===== src/dtse_pkg.sv =====
// Package for the date and time setting editor: payload structs, event codes,
// field codes, range limits and the month length function. No dependencies.
`timescale 1ns / 1ps

package dtse_pkg;

    // Event codes carried in the kind field of an input item.
    typedef enum logic [2:0] {
        KIND_MODE = 3'd0,
        KIND_NEXT = 3'd1,
        KIND_INC  = 3'd2,
        KIND_DEC  = 3'd3,
        KIND_LOAD = 3'd4
    } kind_t;

    // Field selection codes.
    typedef enum logic [2:0] {
        FIELD_YEAR   = 3'd0,
        FIELD_MONTH  = 3'd1,
        FIELD_DAY    = 3'd2,
        FIELD_HOUR   = 3'd3,
        FIELD_MINUTE = 3'd4,
        FIELD_SECOND = 3'd5
    } field_t;

    localparam logic [2:0] NUM_FIELDS = 3'd6;

    localparam logic [6:0] YEAR_MAX   = 7'd99;
    localparam logic [3:0] MONTH_MAX  = 4'd12;
    localparam logic [4:0] HOUR_MAX   = 5'd23;
    localparam logic [5:0] MINSEC_MAX = 6'd59;
    localparam logic [4:0] DAYS_LONG  = 5'd31;
    localparam logic [4:0] DAYS_SHORT = 5'd30;
    localparam logic [4:0] DAYS_LEAP  = 5'd29;
    localparam logic [4:0] DAYS_FEB   = 5'd28;
    localparam logic [3:0] MONTH_FEB  = 4'd2;

    typedef struct packed {
        logic [2:0] kind;
        logic [6:0] new_year;
        logic [3:0] new_month;
        logic [4:0] new_day;
        logic [4:0] new_hour;
        logic [5:0] new_minute;
        logic [5:0] new_second;
    } dtse_in_t;

    typedef struct packed {
        logic       editing;
        logic [2:0] field;
        logic [6:0] year;
        logic [3:0] month;
        logic [4:0] day;
        logic [4:0] hour;
        logic [5:0] minute;
        logic [5:0] second;
        logic       commit;
    } dtse_out_t;

    typedef struct packed {
        logic [6:0] year;
        logic [3:0] month;
        logic [4:0] day;
        logic [4:0] hour;
        logic [5:0] minute;
        logic [5:0] second;
    } dtse_cal_t;

    // Architectural state of the editor.
    typedef struct packed {
        logic       editing;
        logic [2:0] field;
        dtse_cal_t  cal;
    } dtse_state_t;

    // Length of a month; February is a leap month when the year is a multiple of four.
    function automatic logic [4:0] month_len(input logic [3:0] month, input logic [6:0] year);
        logic [4:0] len;
        if (month == MONTH_FEB) begin
            len = (year[1:0] == 2'd0) ? DAYS_LEAP : DAYS_FEB;
        end else if (month inside {4'd4, 4'd6, 4'd9, 4'd11}) begin
            len = DAYS_SHORT;
        end else begin
            len = DAYS_LONG;
        end
        return len;
    endfunction

endpackage


===== src/date_time_setting_editor_core.sv =====
// Top level of the date and time setting editor for a six-field calendar clock.
// Depends on dtse_pkg, dtse_in_reg, dtse_update and dtse_out_reg.
//
// Usage:
// Each transfer on the s_ channel carries one key event (mode toggle, next field,
// increment, decrement or a load of fresh clock values). Each event yields exactly
// one transfer on the m_ channel with the editor state after the event: edit flag,
// selected field, the six calendar fields, and a commit flag that is set only on
// the event that leaves edit mode, telling the host to write the time back.
// An event is captured in the input register, applied by a short block of logic
// and stored in the state register, which is also the result register. The result
// is offered on m_valid once the event has passed both registers, and leaves when m_ready is high.
// Throughput is one event per cycle as long as the receiver keeps m_ready high;
// the input register takes a new event in the same cycle as the previous one moves
// on. When the receiver stalls, the current result holds steady, one more event
// waits in the input register, and s_ready then drops until the result is taken.
// Reset (aresetn low at a clock edge) empties both registers and puts the editor
// in show mode with year 0, month 1, day 1 and zero time, year field selected.
`timescale 1ns / 1ps

module date_time_setting_editor_core (
    input  logic                aclk,
    input  logic                aresetn,
    input  logic                s_valid,
    output logic                s_ready,
    input  dtse_pkg::dtse_in_t  s_payload,
    output logic                m_valid,
    input  logic                m_ready,
    output dtse_pkg::dtse_out_t m_payload
);
    import dtse_pkg::*;

    logic        item_valid;
    dtse_in_t    item;
    logic        out_free;
    logic        advance;
    dtse_state_t cur_state;
    dtse_state_t nxt_state;
    logic        commit;

    // An event moves into the state register when one is waiting and the
    // previous result has been taken or is being taken in this cycle.
    assign advance = item_valid && out_free;

    dtse_in_reg u_in_reg (
        .aclk       (aclk),
        .aresetn    (aresetn),
        .s_valid    (s_valid),
        .s_ready    (s_ready),
        .s_payload  (s_payload),
        .advance    (advance),
        .item_valid (item_valid),
        .item       (item)
    );

    dtse_update u_update (
        .item   (item),
        .cur    (cur_state),
        .nxt    (nxt_state),
        .commit (commit)
    );

    dtse_out_reg u_out_reg (
        .aclk      (aclk),
        .aresetn   (aresetn),
        .load      (advance),
        .nxt       (nxt_state),
        .commit    (commit),
        .free      (out_free),
        .cur       (cur_state),
        .m_valid   (m_valid),
        .m_ready   (m_ready),
        .m_payload (m_payload)
    );

endmodule


===== src/dtse_in_reg.sv =====
// Input register of the date and time setting editor.
// Depends on dtse_pkg for the input payload struct.
`timescale 1ns / 1ps

module dtse_in_reg (
    input  logic              aclk,
    input  logic              aresetn,
    input  logic              s_valid,
    output logic              s_ready,
    input  dtse_pkg::dtse_in_t s_payload,
    input  logic              advance,
    output logic              item_valid,
    output dtse_pkg::dtse_in_t item
);
    import dtse_pkg::*;

    logic     valid_reg;
    logic     valid_next;
    dtse_in_t item_reg;

    // The register may take a new item when it is empty or drains this cycle.
    assign s_ready = !valid_reg || advance;

    always_comb begin
        valid_next = valid_reg;
        if (s_valid && s_ready) begin
            valid_next = 1'b1;
        end else if (advance) begin
            valid_next = 1'b0;
        end
    end

    always_ff @(posedge aclk) begin
        if (!aresetn) begin
            valid_reg <= 1'b0;
        end else begin
            valid_reg <= valid_next;
        end
    end

    always_ff @(posedge aclk) begin
        if (s_valid && s_ready) begin
            item_reg <= s_payload;
        end
    end

    assign item_valid = valid_reg;
    assign item       = item_reg;

endmodule


===== src/dtse_update.sv =====
// Next-state logic of the date and time setting editor: applies one event.
// Depends on dtse_pkg for payload and state structs, codes and limits.
`timescale 1ns / 1ps

module dtse_update (
    input  dtse_pkg::dtse_in_t    item,
    input  dtse_pkg::dtse_state_t cur,
    output dtse_pkg::dtse_state_t nxt,
    output logic                  commit
);
    import dtse_pkg::*;

    logic [2:0] sel;
    logic [4:0] cur_len;
    logic [4:0] nxt_len;
    dtse_state_t upd;

    always_comb begin
        upd     = cur;
        commit  = 1'b0;
        sel     = (cur.field >= NUM_FIELDS) ? cur.field - NUM_FIELDS : cur.field;
        cur_len = month_len(cur.cal.month, cur.cal.year);

        case (item.kind)
            KIND_MODE: begin
                if (!cur.editing) begin
                    upd.editing = 1'b1;
                    upd.field   = FIELD_YEAR;
                end else begin
                    upd.editing = 1'b0;
                    commit      = 1'b1;
                end
            end
            KIND_NEXT: begin
                if (cur.editing) begin
                    upd.field = (sel == FIELD_SECOND) ? FIELD_YEAR : sel + 3'd1;
                end
            end
            KIND_INC: begin
                if (cur.editing) begin
                    case (sel)
                        FIELD_YEAR: begin
                            upd.cal.year = (cur.cal.year >= YEAR_MAX) ? 7'd0
                                                                      : cur.cal.year + 7'd1;
                        end
                        FIELD_MONTH: begin
                            upd.cal.month = (cur.cal.month >= MONTH_MAX) ? 4'd1
                                                                         : cur.cal.month + 4'd1;
                        end
                        FIELD_DAY: begin
                            upd.cal.day = (cur.cal.day >= cur_len) ? 5'd1 : cur.cal.day + 5'd1;
                        end
                        FIELD_HOUR: begin
                            upd.cal.hour = (cur.cal.hour >= HOUR_MAX) ? 5'd0
                                                                      : cur.cal.hour + 5'd1;
                        end
                        FIELD_MINUTE: begin
                            upd.cal.minute = (cur.cal.minute >= MINSEC_MAX) ? 6'd0
                                                                            : cur.cal.minute + 6'd1;
                        end
                        default: begin
                            upd.cal.second = (cur.cal.second >= MINSEC_MAX) ? 6'd0
                                                                            : cur.cal.second + 6'd1;
                        end
                    endcase
                end
            end
            KIND_DEC: begin
                if (cur.editing) begin
                    case (sel)
                        FIELD_YEAR: begin
                            upd.cal.year = (cur.cal.year == 7'd0) ? YEAR_MAX
                                                                  : cur.cal.year - 7'd1;
                        end
                        FIELD_MONTH: begin
                            upd.cal.month = (cur.cal.month <= 4'd1) ? MONTH_MAX
                                                                    : cur.cal.month - 4'd1;
                        end
                        FIELD_DAY: begin
                            upd.cal.day = (cur.cal.day <= 5'd1) ? cur_len : cur.cal.day - 5'd1;
                        end
                        FIELD_HOUR: begin
                            upd.cal.hour = (cur.cal.hour == 5'd0) ? HOUR_MAX
                                                                  : cur.cal.hour - 5'd1;
                        end
                        FIELD_MINUTE: begin
                            upd.cal.minute = (cur.cal.minute == 6'd0) ? MINSEC_MAX
                                                                      : cur.cal.minute - 6'd1;
                        end
                        default: begin
                            upd.cal.second = (cur.cal.second == 6'd0) ? MINSEC_MAX
                                                                      : cur.cal.second - 6'd1;
                        end
                    endcase
                end
            end
            KIND_LOAD: begin
                if (!cur.editing) begin
                    upd.cal.year   = (item.new_year > YEAR_MAX) ? 7'd0 : item.new_year;
                    upd.cal.month  = (item.new_month == 4'd0 || item.new_month > MONTH_MAX)
                                     ? 4'd1 : item.new_month;
                    upd.cal.day    = (item.new_day == 5'd0) ? 5'd1 : item.new_day;
                    upd.cal.hour   = (item.new_hour > HOUR_MAX) ? 5'd0 : item.new_hour;
                    upd.cal.minute = (item.new_minute > MINSEC_MAX) ? 6'd0 : item.new_minute;
                    upd.cal.second = (item.new_second > MINSEC_MAX) ? 6'd0 : item.new_second;
                end
            end
            default: begin
            end
        endcase

        // Pull the day back to the first when it no longer fits its month.
        nxt     = upd;
        nxt_len = month_len(upd.cal.month, upd.cal.year);
        if (upd.cal.day > nxt_len) begin
            nxt.cal.day = 5'd1;
        end
    end

endmodule


===== src/dtse_out_reg.sv =====
// State and result register of the date and time setting editor.
// Depends on dtse_pkg for state and result structs and field codes.
`timescale 1ns / 1ps

module dtse_out_reg (
    input  logic                  aclk,
    input  logic                  aresetn,
    input  logic                  load,
    input  dtse_pkg::dtse_state_t nxt,
    input  logic                  commit,
    output logic                  free,
    output dtse_pkg::dtse_state_t cur,
    output logic                  m_valid,
    input  logic                  m_ready,
    output dtse_pkg::dtse_out_t   m_payload
);
    import dtse_pkg::*;

    dtse_state_t state_reg;
    logic        commit_reg;
    logic        valid_reg;
    logic        valid_next;

    // The shown result always equals the state, so the state register doubles as
    // the result register; it only changes once the previous result has gone.
    assign free = !valid_reg || m_ready;

    always_comb begin
        valid_next = valid_reg;
        if (load) begin
            valid_next = 1'b1;
        end else if (m_ready) begin
            valid_next = 1'b0;
        end
    end

    always_ff @(posedge aclk) begin
        if (!aresetn) begin
            valid_reg          <= 1'b0;
            commit_reg         <= 1'b0;
            state_reg.editing  <= 1'b0;
            state_reg.field    <= FIELD_YEAR;
            state_reg.cal      <= '{year: 7'd0, month: 4'd1, day: 5'd1,
                                    hour: 5'd0, minute: 6'd0, second: 6'd0};
        end else begin
            valid_reg <= valid_next;
            if (load) begin
                state_reg  <= nxt;
                commit_reg <= commit;
            end
        end
    end

    assign cur     = state_reg;
    assign m_valid = valid_reg;

    always_comb begin
        m_payload.editing = state_reg.editing;
        m_payload.field   = state_reg.field;
        m_payload.year    = state_reg.cal.year;
        m_payload.month   = state_reg.cal.month;
        m_payload.day     = state_reg.cal.day;
        m_payload.hour    = state_reg.cal.hour;
        m_payload.minute  = state_reg.cal.minute;
        m_payload.second  = state_reg.cal.second;
        m_payload.commit  = commit_reg;
    end

endmodule


===== config.mk =====
export PLATFORM = sky130hd
export DESIGN_NAME = date_time_setting_editor_core
export DESIGN_NICKNAME = d
export VERILOG_FILES = /design/src/dtse_pkg.sv /design/src/date_time_setting_editor_core.sv /design/src/dtse_in_reg.sv /design/src/dtse_update.sv /design/src/dtse_out_reg.sv
export SDC_FILE = /design/constraint.sdc
export NUM_CORES = 1
export LEC_CHECK = 0
export ABC_AREA = 1
export BUFFER_PORTS_ARGS = -buffer_cell sky130_fd_sc_hd__buf_2
export CORE_MARGIN = 2
export CORE_UTILIZATION = 54
export CTS_CLUSTER_DIAMETER = 40
export DETAILED_ROUTE_END_ITERATION = 16
export GPL_ROUTABILITY_DRIVEN = 0
export HOLD_SLACK_MARGIN = 0.05
export PLACE_DENSITY = 0.8
export SLEW_MARGIN = 15
export SYNTH_ARGS = -nofsm -noshare
export SYNTH_HDL_FRONTEND = slang
export SYNTH_HIERARCHICAL = 1
export SYNTH_SLANG_ARGS = --single-unit

===== constraint.sdc =====
create_clock -name aclk -period 3.9 [get_ports aclk]
set_input_delay 0.39 -clock aclk [delete_from_list [all_inputs] [get_ports aclk]]
set_output_delay 0.39 -clock aclk [all_outputs]
set_load 0.03 [all_outputs]

Yosys cells after proc, flatten, opt, wreduce, memory -nomap -nowiden
Cells that the tools add are included.

storage, ports and cells
  register bits = 76
  bits of input ports = 40
  output and inout bits = 40
  logic and storage cells = 163

cells by class
  add/subtract/negate cells = 14
  $lt $le $gt $ge = 15
  eq/ne operators = 32
  multiplexer cells = 53
  reductions and logical operators = 30

operator list
  kind                   count
  $mux W33               3
  $pmux W33 S3           1
  $mux W5                13
  $mux W6                10
  $mux W7                5
  $reduce_and A7 Y1      4
  $mux W4                5
  $eq A4 B3 Y1 const B   4
  $eq A4 B4 Y1 const B   4
  $ne A2 B1 Y1 const B   7
  $add A6 B1 Y6 const B  2
  $eq A3 B2 Y1 const B   4
  $ge A6 B6 Y1 const B   2
  $gt A6 B6 Y1 const B   2
  $logic_not A6 Y1       2
  $mux W3                4
  $ne A2 B2 Y1 const B   6
  $sub A6 B1 Y6 const B  2
  $mux W1                11
  $add A5 B1 Y5 const B  2
  $logic_not A5 Y1       2
  $sub A5 B1 Y5 const B  2
  $eq A3 B3 Y1 const B   3
  $eq A4 B2 Y1 const B   2
  32 further kinds       42

Longest topological paths before layout
Gate-level depths: netlist (run 1).

  depth after elaboration = 15
  depth in mapped cells = 27
  depth with buffers taken out = 27

Cells and area by module
The synthesis (run 1) kept the hierarchy.

by module, submodules not included
  module                         times used  cells each  area an instance (um2)  sequential area each (um2)
  dtse_update                    1           629         3,168.0                 0.0
  dtse_out_reg                   1           208         1,644.1                 780.7
  dtse_in_reg                    1           43          1,132.3                 1,101.1
  date_time_setting_editor_core  1           2           7.5                     0.0

Worst setup path after synthesis (run 1)
OpenSTA, ideal clock, no wires.

  path type = reg-to-reg
  start point = register u_out_reg.valid_reg (netlist: u_out_reg/m_valid)
  end point = register u_in_reg.item_reg, in the netlist u_in_reg/item[0] (enable)
  setup time = 0.441 ns
  data arrival time = 2.513 ns
  path slack = 0.946 ns
  stages on the path, launching flop included = 6
  buffers on the path = 0
  clock period less this slack = 2.954 ns
  path through = dfxtp_1 -> nand2_1 -> nand2_1 -> inv_1 -> inv_2 -> a21oi_1

between the ends
  word-level cells in the longest chain between the ends = 5

RTL lines
  item                    line                                 text
  from (decl)             dtse_out_reg.sv:21                   logic valid_reg;
  from (signal assigned)  dtse_out_reg.sv:46                   valid_reg <= valid_next;
  $logic_not A1 Y1        dtse_out_reg.sv:26                   assign free = !valid_reg || m_ready;
  $logic_or A1 B1 Y1      dtse_out_reg.sv:26
  net out_free            date_time_setting_editor_core.sv:35  logic out_free;
  $logic_and A1 B1 Y1     date_time_setting_editor_core.sv:43  assign advance = item_valid && out_free;
  net advance             date_time_setting_editor_core.sv:36  logic advance;
  $logic_or A1 B1 Y1      dtse_in_reg.sv:22                    assign s_ready = !valid_reg || advance;
  $logic_and A1 B1 Y1     dtse_in_reg.sv:42                    if (s_valid && s_ready) begin
  to (signal assigned)    dtse_in_reg.sv:43                    item_reg <= s_payload;
  to (decl)               dtse_in_reg.sv:19                    dtse_in_t item_reg;

The timed path passes the listed nets, and every way through them passes these cells.
A chain may end at the register's enable or synchronous reset.

==> summary.txt, run 1 <==
Route
  – Post-Route WL: 15.7 mm
  – DRC Markers: 0
  – Drt first pass iters: 6
  – Wire per inst: 14.8 um
  – Final ANT Viol Nets: 0
  – 1st-iter DRT viols: roughly 540
  – Via density: between 5 and 6
  – Vias post-DR: 5,994

Synthesis
  – Ys Warns: 6
  – Seq cells post-synth: 76
  – Yosys top cell area share: a little under a fifth
  – Ys flop type: dfxtp_1
  – Syn nets: about 950
  – Syn Area/Cell: 6.75 um2
  – Area contributors post-synth: edfxtp_1, dfxtp_1, nand2_1, nor2_1, o21ai_0
  – Synth area leader: edfxtp_1
  – Register area share after synthesis: around a third
  – Post-synth EDFFs: 36
  – Unique masters post-synth: 49
  – Synthesized instance count: around 880
  – Async set-reset flop share out of synthesis: 0%
  – Mapped cell area: 5950 um2

Global routing
  – GRT Total Usage: about 28%
  – First-pass GRT wire length: about 26 mm
  – Largest net degree at the start of global routing: 41
  – Vias in the first global route: approximately 5,300
  – Overflow after GRT: 0
  – Initial antenna violation count: 0

Worst setup path
  – CP endpoint kind: flip-flop
  – Crit path DAT: 3.50 ns
  – Crit path kind: flip-flop to flip-flop
  – Startpoint types: flip-flop
  – Crit path max fanout: 7
  – CP required: 4.16 ns

Clocking
  – Post-CTS Resized: 0
  – Post-CTS setup buffer count: 0
  – Inserted Clock Buffers: 9
  – Cts hold-fix bufs: 0
  – Worst skew pair latency: between 0.3 and 0.4 ns
  – Sink Count: 76
  – Clk buf depth: 2
  – Root Driver: clkbuf_8
  – Htree depth: 3
  – Clk pin slew, worst setup/hold paths: ~0.08 ns
  – CTS tree: built

Floorplanning
  – Core ar.: approximately 11,000 um2
  – Row count: 38
  – DIE HEIGHT: 109 um
  – Initial Util: a little under three fifths
  – DIE AREA: ~12,000 um2
  – # IOs: 80
  – Die Wd: ~110 um

Timing
  – RSZ-0062 raised after global routing: false
  – Slew @ Worst Pin: 0.753 ns
  – Hold Slack: 0.199 ns
  – Setup tns final: 0 ns
  – Relative slew margins: between 40% and 50%
  – Final setup margin: ~0.67 ns
  – Timing-limited maximum frequency: between 0.3 and 0.4 GHz
  – Fraction of the cycle the final worst path needs: 82.9%
  – Skew final: between 0.007 and 0.008 ns
  – Fin crit period: 3.23 ns
  – Endpoints failing setup: 0
  – Final Slew Violations: 0
  – Final hold violation count: 0

Finish
  – Share of layout cells above drive strength 1: between 10% and 20%
  – Commonest non-fill, non-tap cell in the layout: nand2_1
  – Register area: roughly 1900 um2
  – Max FFs per register: 37
  – Inserted Diodes: 0
  – Most frequent cells in the layout: nand2_1, nor2_1, inv_1
  – Area of the multi-input gates: around 3300 um2
  – Area delta synth->final: 6.14%
  – Filler Cell Count: 992
  – NumNets Final: between 900 and 1,000

Power and ir drop
  – Worst VDD drop: just over 0.2 mV
  – Total Power: roughly 2100 uW
  – P_leak: around 0.0030 uW
  – Pwr dens: approximately 340 nW/um2

Run
  – Max Cap Viol: 0

Place
  – Dpl ws: between 0.7 and 0.8 ns
  – Port bufs: slightly below 80
  – HPWL Detailed: between 10 and 15 mm

Worst hold path
  – Hold WC Path Type: primary input to flip-flop

Status
  – Status: completed
-- critical path, cell delays in order, from the launching register on --
cell and delay [ns]:
dfxtp_1 0.38, inv_1 0.18, ha_1 0.19, and2_1 0.17, nand2_1 0.06, nand2_1 0.08, inv_1 0.05, ha_1 0.26
inv_1 0.03, nand2_1 0.04, nand2_1 0.04, nand2_1 0.10, nand3_1 0.12, nand3_1 0.10, nand2_1 0.05, nand2_1 0.04
and3_1 0.16, inv_1 0.05, ha_1 0.29, a21oi_1 0.07, a21oi_1 0.16, nand3_2 0.12, nor2_2 0.15, nor2_1 0.05
nor2_1 0.10, nor2_1 0.06
-- metal layers --
layer,global-route usage (%),part of all wire [%],vias up
li1,-,-,2948
met1,38.8,43,2674
met2,43.0,44,340
met3,3.41,10,32
met4,11.1,2.1,0
met5,0,0,-
-- where the power goes --
group          internal (uW)  switching (uW)  total (uW)
Clock                    226             288         514
Sequential               899            85.8         985
Combinational            204             423         627
-- synth_stat cells, types with 3 or more instances --
cell	number
edfxtp_1	36
o21ai_0	68
nand4_1	20
dfxtp_1	40
o211ai_1	9
nand3_1	67
inv_2	3
a21oi_1	26
buf_6	5
buf_2	12
nor2_2	3
nand3_2	4
buf_4	40
o22ai_1	9
nor2_1	144
xor2_1	6
inv_1	88
o2111ai_1	5
nand2_2	5
a31oi_1	5
a22oi_1	3
clkbuf_1	9
ha_1	24
nand2_1	212
xnor2_1	5
o221ai_1	3
-- final cells by class --
| type | count | area share, % |
|---|---|---|
| clock inverters | 3 | 0.277 |
| repair buffers | 90 | 7.57 |
| multi-input cells | 647 | 52.0 |
| flip-flops and latches | 76 | 29.8 |
| inverters | 92 | 5.51 |
| clock buffers | 12 | 2.14 |
| well taps | 140 | 2.77 |
-- metrics by stage --
step	std cells	util (%)	area [um2]
floorplan	882	-	5950
global placement	1045	57.1	6160
detailed placement	1045	57.1	6160
CTS	1060	58.5	6320
global route	1060	58.5	6320
finish	1060	58.5	6320
-- cell families after synthesis --
family / synth area share, %
compound gates: 14.2
flops: 31.6
xor+xnor: 1.62
simple gates: 34.1
fa+ha+maj: 5.05
buf+inv: 13.5
-- worst paths after layout --
kind	start	end	slack, ns	depth (start not counted)
hold / removal	s_payload[5]	u_in_reg/item[5]	0.20	1
hold reg to reg	u_out_reg/m_valid	u_out_reg/m_valid	0.50	2
setup reg to reg	u_out_reg/cur[22]	u_out_reg/cur[19]	0.67	25
setup / recovery	u_out_reg/cur[22]	u_out_reg/cur[19]	0.67	25
Power figures use the tool's default switching activity.
==> run 2: changes to the inputs <==
==> constraint.sdc (replaced) <==
create_clock -name aclk -period 3.3 [get_ports aclk]
set_input_delay 0.33 -clock aclk [delete_from_list [all_inputs] [get_ports aclk]]
set_output_delay 0.33 -clock aclk [all_outputs]
set_load 0.03 [all_outputs]
==> run 2 against run 1 <==
  * Combinational power rose by 22%
  * Total power rose by 32%
  * Global-route usage fell by 0.45 points
  * Core utilization rose by 1.8 points
  * Via count barely moved
  * Sequential power is 17% higher
  * Fmax increased by 7.5%
  * Flip-flop and latch count did not move
  * Final area is 3.1% higher
  * Largest cell class unchanged
==> summary.txt, run 2 (same netlist as run 1, synthesis figures left out) <==
Run
  – Max Cap Viol: 0 (unchanged)

Finish
  – Max FFs per register: 37 (unchanged)
  – Commonest non-fill, non-tap cell in the layout: nand2_1
  – Area delta synth->final: 9.44%
  – NumNets Final: 988 (+0.82%)
  – Most frequent cells in the layout: nand2_1, nor2_1, inv_1
  – Share of layout cells above drive strength 1: 16.7% (+2.3 points)
  – Non-filler instance count after layout: 1,069 (+0.85%)
  – Inserted Diodes: 0 (unchanged)

Power and ir drop
  – Seq pwr share: 41.1% (-5.2 points)
  – Sw frac: 33.8% (-3.6 points)
  – Worst VDD drop: 0.269 mV (+30%)
  – Clk pwr share: 31.6% (+7.4 points)
  – Pwr dens: 431 nW/um2 (+28%)
  – Total Power: 2810 uW (+32%)
  – P_leak: 0.00314 uW (+3.1%)
  – Pint: 1860 uW (+40%)
  – Comb pwr share: 27.3% (-2.2 points)
  – P_sw: 950 uW (+19%)

Timing
  – RSZ-0062 raised after global routing: false
  – Skew final: 0.0104 ns (+0.00282 ns)
  – Setup tns final: 0 ns (unchanged)
  – Final Slew Violations: 0 (unchanged)
  – Fin crit period: 3.01 ns (-0.225 ns)
  – Timing-limited maximum frequency: 0.332 GHz (+7.5%)
  – Slew @ Worst Pin: 0.703 ns (-0.0508 ns)
  – Final hold violation count: 0 (unchanged)
  – Endpoints failing setup: 0 (unchanged)
  – Relative slew margins: 53.2% (+3.4 points)
  – Fraction of the cycle the final worst path needs: 91.2% (+8.2 points)

Worst setup path
  – Crit path max fanout: 7 (unchanged)
  – Crit path from: u_out_reg/cur[22]
  – Startpoint types: flip-flop
  – Reg2reg start: u_out_reg/cur[22]
  – Crit path kind: flip-flop to flip-flop
  – CP required: 3.51 ns (-0.65 ns)
  – Crit path DAT: 3.22 ns (-0.28 ns)
  – CP endpoint kind: flip-flop

Status
  – Status: completed

Worst hold path
  – Min-delay src: s_payload[10]
  – Hold WC Path Type: primary input to flip-flop

Route
  – Vias post-DR: 5,990 (-0.067%)
  – Wire per inst: 14.5 um (-1.8%)
  – Via density: 5.60 (-0.91%)
  – 1st-iter DRT viols: 448 (-17%)
  – Drt first pass iters: 8 (+2)
  – DRC Markers: 0 (unchanged)
  – Post-Route WL: 15.5 mm (-0.99%)
  – Final ANT Viol Nets: 0 (unchanged)

Clocking
  – Sink Count: 76 (unchanged)
  – Clk pin slew, worst setup/hold paths: 0.08 ns (about the same)
  – Root Driver: clkbuf_8
  – Post-CTS setup buffer count: 0 (unchanged)
  – Worst skew pair latency: 0.36 ns (about the same)
  – Htree depth: 3 (unchanged)
  – CTS tree: built
  – Inserted Clock Buffers: 9 (unchanged)
  – Clk buf depth: 2 (unchanged)

Global routing
  – Largest net degree at the start of global routing: 41 (unchanged)
  – GRT Total Usage: 27.2% (-0.45 points)
  – Initial antenna violation count: 0 (unchanged)
  – Overflow after GRT: 0 (unchanged)
  – Vias in the first global route: 5,308 (+0.51%)
  – First-pass GRT wire length: 25.5 mm (-0.75%)

Place
  – Port bufs: 79 (unchanged)
  – HPWL Detailed: 11.0 mm (-0.35%)
  – Inst Count DP: 1,053 (+0.77%)

Floorplanning
  – # IOs: 80 (unchanged)
  – Core ar.: 10,800 um2 (unchanged)
  – Row count: 38 (unchanged)
  – Initial Util: 55.1% (unchanged)
  – DIE AREA: 11,900 um2 (unchanged)
  – Die Wd: 109 um (unchanged)
  – DIE HEIGHT: 109 um (unchanged)
-- run 2: cell count changes in the layout (fill, tap and decap cells not counted), sizes merged --
cell      delta
buf          +8
clkinv       -1
clkinvlp     -1
bufinv       +3
-- run 2: metal layers --
metal	up-vias	track usage, %	part of all wire, %
met2	272	42.5	45
met5	-	0	0
li1	2954	-	-
met3	48	5.02	9.0
met1	2716	37.4	43
met4	0	9.89	2.6
-- run 2: worst paths after layout --
| kind | slack, ns | cells after the start | to |
|---|---|---|---|
| setup / recovery | 0.29 | 27 | u_out_reg/cur[17] |
| hold / removal | 0.14 | 1 | u_in_reg/item[10] |
| setup reg to reg | 0.29 | 27 | u_out_reg/cur[17] |
| hold reg to reg | 0.51 | 2 | u_out_reg/m_valid |
-- run 2: worst max-delay path: stages, from the launching register on --
cell	delay (ns)
dfxtp_4	0.40
inv_4	0.06
ha_1	0.21
nor2_1	0.11
nor2_1	0.05
nor2_1	0.11
nand2_1	0.08
inv_1	0.07
ha_1	0.23
inv_1	0.06
nand2_1	0.04
nand2_1	0.06
nand2_2	0.06
nand3_2	0.08
nand3_1	0.07
nand2_1	0.07
nand2_1	0.05
and3_4	0.15
inv_1	0.06
ha_1	0.25
a21oi_1	0.15
a21oi_1	0.07
nand3_2	0.10
inv_1	0.05
nand2_1	0.05
nand2_1	0.05
nand2_1	0.07
nand3_1	0.08
-- run 2: timing repair --
item                       in CTS  in global routing
gates resized for setup         0                 16
hold buffers                    0                  0
setup endpoints to repair       0                  5
-- run 2: power groups by stage --
stage | clock (uW) | combinational (uW) | sequential (uW)
final | 888 | 767 | 1150
after floorplan | 0 | 619 | 1140
after CTS | 906 | 752 | 1150
after global placement | 0 | 740 | 1170
after global routing | 955 | 856 | 1170
after detailed placement | 0 | 748 | 1170
-- run 2: layout make-up --
cell class                      instances  area [um2]
Clock inverter                          4        95.1
Sequential cell                        76        1890
Fill cell                            1032        4280
Clock buffer                           12         155
Tap cell                              140         175
Multi-Input combinational cell        647        3310
Inverter                               92         350
Timing Repair Buffer                   98         538
-- run 2: metrics by stage --
stage	cell area (um2)	setup WS [ns]	util [%]	hold WS [ns]
3_5_place_dp	6220	0.0790	57.7	0.479
3_3_place_gp	6220	0.239	57.7	0.487
5_1_grt	6510	0.00604	60.4	0.123
2_1_floorplan	5950	0.346	-	0.429
4_1_cts	6470	0.0487	60.0	0.123
6_report	6510	0.291	60.4	0.142
